[config.mk]
export PLATFORM = sky130hd
export DESIGN_NAME = cpp_divider
export DESIGN_NICKNAME = d
export VERILOG_FILES = /design/src/rtl/cpp_divider.sv
export SDC_FILE = /design/constraint.sdc
export NUM_CORES = 2
export LEC_CHECK = 0
export BUFFER_PORTS_ARGS = -buffer_cell sky130_fd_sc_hd__clkbuf_2
export CORE_MARGIN = 1.5
export CORE_UTILIZATION = 45
export DETAILED_ROUTE_END_ITERATION = 8
export MAX_ROUTING_LAYER = met4
export PLACE_DENSITY = 0.7
export SYNTH_ARGS = -nofsm -noshare
export SYNTH_HDL_FRONTEND = slang
export SYNTH_SLANG_ARGS = --single-unit
[constraint.sdc]
create_clock -name clk -period 10.21 [get_ports clk]
set_input_delay 1.021 -clock clk [delete_from_list [all_inputs] [get_ports clk]]
set_output_delay 1.021 -clock clk [all_outputs]
set_load 0.02 [all_outputs]
[src/rtl/cpp_divider.sv]
// ---------------------------------------------------------------------------
// Pipelined restoring divider
// One quotient bit per stage, most significant first. The first stage also
// flags a quotient that does not fit in QW bits.
// ---------------------------------------------------------------------------
module cpp_divider #(
	parameter int NW = 59,
	parameter int DW = 45,
	parameter int QW = 12
) (
	input  logic          clk,
	input  logic [QW-1:0] en,
	input  logic [NW-1:0] num,
	input  logic [DW-1:0] den,
	input  logic          neg,
	output logic [QW-1:0] quot,
	output logic          neg_out,
	output logic          ovf
);

	localparam int RW = NW + DW + QW + 1;

	logic [NW-1:0] rem_s [QW];
	logic [DW-1:0] den_s [QW];
	logic [QW-1:0] q_s   [QW];
	logic          neg_s [QW];
	logic          ovf_s [QW];

	for (genvar j = 0; j < QW; j++) begin : g_stage
		localparam int K = QW - 1 - j;
		logic [NW-1:0] rem_in;
		logic [DW-1:0] den_in;
		logic [QW-1:0] q_in;
		logic          neg_in, ovf_in;
		logic [RW-1:0] trial;
		logic          take;

		if (j == 0) begin : g_first
			assign rem_in = num;
			assign den_in = den;
			assign q_in   = '0;
			assign neg_in = neg;
			assign ovf_in = (RW'(num) >= (RW'(den) << QW));
		end else begin : g_next
			assign rem_in = rem_s[j-1];
			assign den_in = den_s[j-1];
			assign q_in   = q_s[j-1];
			assign neg_in = neg_s[j-1];
			assign ovf_in = ovf_s[j-1];
		end

		// Trial subtraction of the shifted divisor.
		assign trial = RW'(den_in) << K;
		assign take  = (RW'(rem_in) >= trial);

		always_ff @(posedge clk) begin
			if (en[j]) begin
				rem_s[j] <= take ? NW'(RW'(rem_in) - trial) : rem_in;
				den_s[j] <= den_in;
				q_s[j]   <= {q_in[QW-2:0], take};
				neg_s[j] <= neg_in;
				ovf_s[j] <= ovf_in;
			end
		end
	end

	assign quot    = q_s[QW-1];
	assign neg_out = neg_s[QW-1];
	assign ovf     = ovf_s[QW-1];

endmodule

* Word level (Yosys, flattened, before mapping) *
Memories as Yosys holds them, arrays and structs flattened.
Cells that the tools add are included.

storage, ports and cells
  register bits = 0
  bits in writable memories = 1416
  word-level logic and storage cells = 66
  memories kept = 5

memory list
  memory  words  bits a word  rd ports  clocked after Yosys merged registers in  wr ports  RTL line  source
  rem_s   12     59           11        0                                        12        23        logic [NW-1:0] rem_s [QW];
  den_s   12     45           11        0                                        12        24        logic [DW-1:0] den_s [QW];
  q_s     12     12           12        0                                        12        25        logic [QW-1:0] q_s [QW];
  neg_s   12     1            12        0                                        12        26        logic neg_s [QW];
  ovf_s   12     1            12        0                                        12        27        logic ovf_s [QW];

operators by class
  add/sub/neg operators = 12
  magnitude comparators = 13
  multiplexer cells = 36

operators by type and width
  operator                                      number
  2-to-1 mux 59 bit                             12
  greater-or-equal comparator 59 x 45 -> 1 bit  1
  greater-or-equal comparator 59 x 46 -> 1 bit  1
  greater-or-equal comparator 59 x 47 -> 1 bit  1
  greater-or-equal comparator 59 x 48 -> 1 bit  1
  greater-or-equal comparator 59 x 49 -> 1 bit  1
  greater-or-equal comparator 59 x 50 -> 1 bit  1
  greater-or-equal comparator 59 x 51 -> 1 bit  1
  greater-or-equal comparator 59 x 52 -> 1 bit  1
  greater-or-equal comparator 59 x 53 -> 1 bit  1
  greater-or-equal comparator 59 x 54 -> 1 bit  1
  greater-or-equal comparator 59 x 55 -> 1 bit  1
  greater-or-equal comparator 59 x 56 -> 1 bit  1
  greater-or-equal comparator 59 x 57 -> 1 bit  1
  subtractor 59 x 45 -> 59 bit                  1
  subtractor 59 x 46 -> 59 bit                  1
  subtractor 59 x 47 -> 59 bit                  1
  subtractor 59 x 48 -> 59 bit                  1
  subtractor 59 x 49 -> 59 bit                  1
  subtractor 59 x 50 -> 59 bit                  1
  subtractor 59 x 51 -> 59 bit                  1
  subtractor 59 x 52 -> 59 bit                  1
  subtractor 59 x 53 -> 59 bit                  1
  subtractor 59 x 54 -> 59 bit                  1
  other kinds (3)                               26

* Depth between registers and ports, before layout *
An unclocked memory read counts as a cell.

  word-level depth = 3
  depth in mapped cells = 18
  depth with buffers taken out = 16

* Least setup slack after synthesis *
Ideal clock, no wire load.

  kind = input to register
  from = in den[7]
  to = mem rem_s[0][13] (data pin)
  library setup time = 270 ps
  arrival time = 3825 ps
  required time = 9940 ps
  setup slack = 6115 ps
  cell stages on the path = 16
  buffers on the path = 4
  cells stage by stage = inv_1 ha_1 clkbuf_1 a21oi_1 or3b_2 nand3b_1 o2111ai_1 nand2_1 nor2b_1 nand2_1 a21oi_1 o31ai_1 clkbuf_1 clkbuf_1 buf_1 a21oi_1

RTL lines
  element             RTL line  source
  start: declaration  14        input logic [DW-1:0] den,
  end: declaration    23

==> out/qor.yml <==
clock_tree:
  cts.path.max_buffers: 3
  htreeDepth: 4
  clock_latency_ps: 750
  cts_buffers: 135
  clkSinkCount: 1246
  cts_tree: "built"
  postCtsSetupRepairBufs: 0
  clk_pin_slew_ps: 60
  clockRootBuffer: "clkbuf_16"
  cts_hold_buf: 0
  post_cts_resized: 0
detailed_routing:
  dr_wl_met3_um: 6920
  drtAntennaViolNets: 0
  dr.pass1.iters: 9
  wl_met2_um: 80300
  top_layer: "met4"
  num_vias: 53700
  wl_per_cell_um: 17.6
  drt_iter0_markers: 4160
  met1Wirelength_um: 73500
  via_per_inst: 5.53
  routed_wl_um: 170000
  drc_errors: 0
synthesis:
  yosys_warnings: 0
  yosys_register_bits: 1246
  synth_cell_types: 94
  synth_cells: 7330
  synthesis.nets: 8044
  async_flop_share_pct: 0
  synth_edf_count: 1246
  ys.flop_type: "edfxtp_1"
  ys_seq_area_share_pct: 49.5
  netlist_area_mm2: 0.0756
  syn_avg_cell_area_um2: 10.3
sta:
  relSlewSlack_pct: 3.36
  fin_ws_ps: 5220
  setup_tns_ps: 0
  setup_violations: 0
  min_period_ps: 4990
  fmax_ghz: 0.200
  final_max_slew_viol_count: 0
  final-hold-violation-count: 0
  rsz0062_at_grt: "no"
  timing.hold.ws_ps: 402
  worstMarginPinSlew_ps: 1440
  post-route-period-util_pct: 48.9
  skew_ps: 19.6
worst_setup_path:
  crit_slowest_cell: "buf_4"
  end_kind: "flip-flop"
  cp.required_ps: 10720
  cp-start-kind: "flip-flop"
  slowest_delay_ps: 610
  crit_chain: "inv_1, ha_1, inv_1, fa_1, a211oi_1, o211ai_2, a21oi_2, nor3b_4, o41ai_4, a21oi_2, o41ai_4, or2_2, a211oi_4, buf_4, mux2_2"
  critPathArrivalTime_ps: 5500
  critPathKind: "flip-flop to flip-flop"
  worstPathMaxFanout: 80
die:
  rows: 150
  die_w_um: 413
  io_pins: 132
  die_y_um: 413
  die_area_mm2: 0.170
  initial_utilization_pct: 45.3
  core_mm2: 0.167
placement:
  gp_congestion: 1.04
  numPortBuffers: 131
  place_area_mm2: 0.0784
  dpl_worst_slack_ps: 4850
  dp_hpwl_um: 133000
cells_and_area:
  final_cell_area_mm2: 0.0827
  drive_above_1_share_pct: 6.47
  nets: 8104
  diodes: 0
  area_growth_pct: 9.41
power_and_ir_drop:
  max-vdd-ir-drop_mv: 0.168
  power_density_mw_per_mm2: 276
  p_leak_nw: 33.2
grt:
  track_usage_pct: 20.2
  grt_pass1_vias: 52500
  grt_overflow: 0
  grt_pass1_wl_um: 271000
  grt_start_max_net_pins: 92
  antenna_found_initial: 4
status:
  outcome: "finished, final reports clean"
flow_run:
  maxCapViolCount: 0
hold_path:
  min_path_type: "flip-flop to flip-flop"
==> flip-flops by register name, summed over array words and instances, names as in the netlist <==
register,cells
q_s,78
den_s,495
rem_s,649
neg_s,12
ovf_s,12
==> worst max-delay path: cells and delay by family, from the launching register on <==
family                   cells  cell delay (ps)
AO/OA/AOI/OAI                7             1900
buffers and inverters        3              740
AND/OR/NAND/NOR              2              640
adder cells (fa/ha/maj)      2              580
multiplexers                 1              410
flip-flops                   1              390
==> cell usage in the layout (no fill, tap or decap), types with 234 or more instances in the layout <==
cell type,n
a21oi_1,693
xor2_1,234
edfxtp_1,1246
o21ai_0,585
a21o_1,288
nand2_1,689
inv_1,673
ha_1,585
nor2_1,428
xnor2_1,293
==> worst paths after layout <==
kind                startpoint          end  slack (ps)  depth (start not counted)
setup / recovery  rem_s[3][62]  rem_s[4][4]        5220                         15
hold / removal      q_s[1][41]    q_s[2][6]         400                          0
setup reg to reg  rem_s[3][62]  rem_s[4][4]        5220                         15
hold reg to reg     q_s[1][41]    q_s[2][6]         400                          0
==> cell usage after synthesis (all sizes together), types with 13 or more instances <==
library cell	number	area share, %
nand2b	62	0.51
a31o	15	0.17
a211oi	52	0.52
nand4	129	1.1
o211ai	28	0.29
xnor2	294	3.4
buf	43	0.27
a21o	288	2.9
clkbuf	193	0.96
xor2	234	2.7
nand2	689	3.4
and3	73	0.60
inv	673	3.3
nand3	106	0.70
nor3b	13	0.15
and2	26	0.22
or4	26	0.26
mux2	60	0.89
nor3	96	0.64
o31ai	47	0.47
o21a	65	0.65
a31oi	74	0.61
a21oi	695	4.6
o41ai	18	0.28
or3	28	0.23
a2111oi	13	0.18
and4	14	0.16
nor2b	74	0.61
nor4	49	0.43
a221oi	15	0.18
o21bai	75	0.74
o21ai	594	3.9
or2	20	0.17
ha	585	9.7
edfxtp	1246	49
nand3b	16	0.16
a21boi	14	0.14
nor2	429	2.1
==> metal layers <==
metal  up-vias  global-route usage (%)
met2      1585                    33.8
li1      26900                       -
met3       465                    2.44
met1     24700                    23.9
met4         0                    10.7
met5         -                       -
==> final cells by class <==
| cell class | count | area (um^2) |
|---|---|---|
| clock inverter | 73 | 797 |
| inverter | 673 | 2530 |
| fill | 15000 | 84300 |
| sequential | 1246 | 37400 |
| clock buffer | 167 | 3500 |
| multi-input combinational | 5175 | 34800 |
| tap | 2204 | 2760 |
| timing repair buffer | 159 | 893 |
==> where the power goes <==
part | total (W) | internal, W | switching [W]
sequential | 0.00827 | 0.00747 | 0.000794
clock | 0.00472 | 0.00275 | 0.00197
combinational | 0.00983 | 0.00407 | 0.00576
total | 0.0228 | 0.0143 | 0.00852
==> per-stage QoR <==
stage / std cells / util, % / total power [W]
floorplan: 7330 / - / 0.0155
global placement: 9457 / 46.9 / 0.0179
detailed placement: 9457 / 46.9 / 0.0180
CTS: 9697 / 49.5 / 0.0228
global route: 9697 / 49.5 / 0.0244
finish: 9697 / 49.5 / 0.0228
==> cell families (layout without fill, tap and decap cells) <==
group / Yosys count / in the layout / synth area share (%)
flip-flops: 1246 / 1246 / 49.5
XOR/XNOR: 528 / 528 / 6.13
AND/OR/NAND/NOR: 1884 / 1884 / 11.9
adder cells (fa/ha/maj): 596 / 596 / 9.97
multiplexers: 64 / 64 / 0.947
AO/OA/AOI/OAI: 2103 / 2103 / 17.0
buffers and inverters: 909 / 1072 / 4.57
Power figures use the tool's default switching activity.
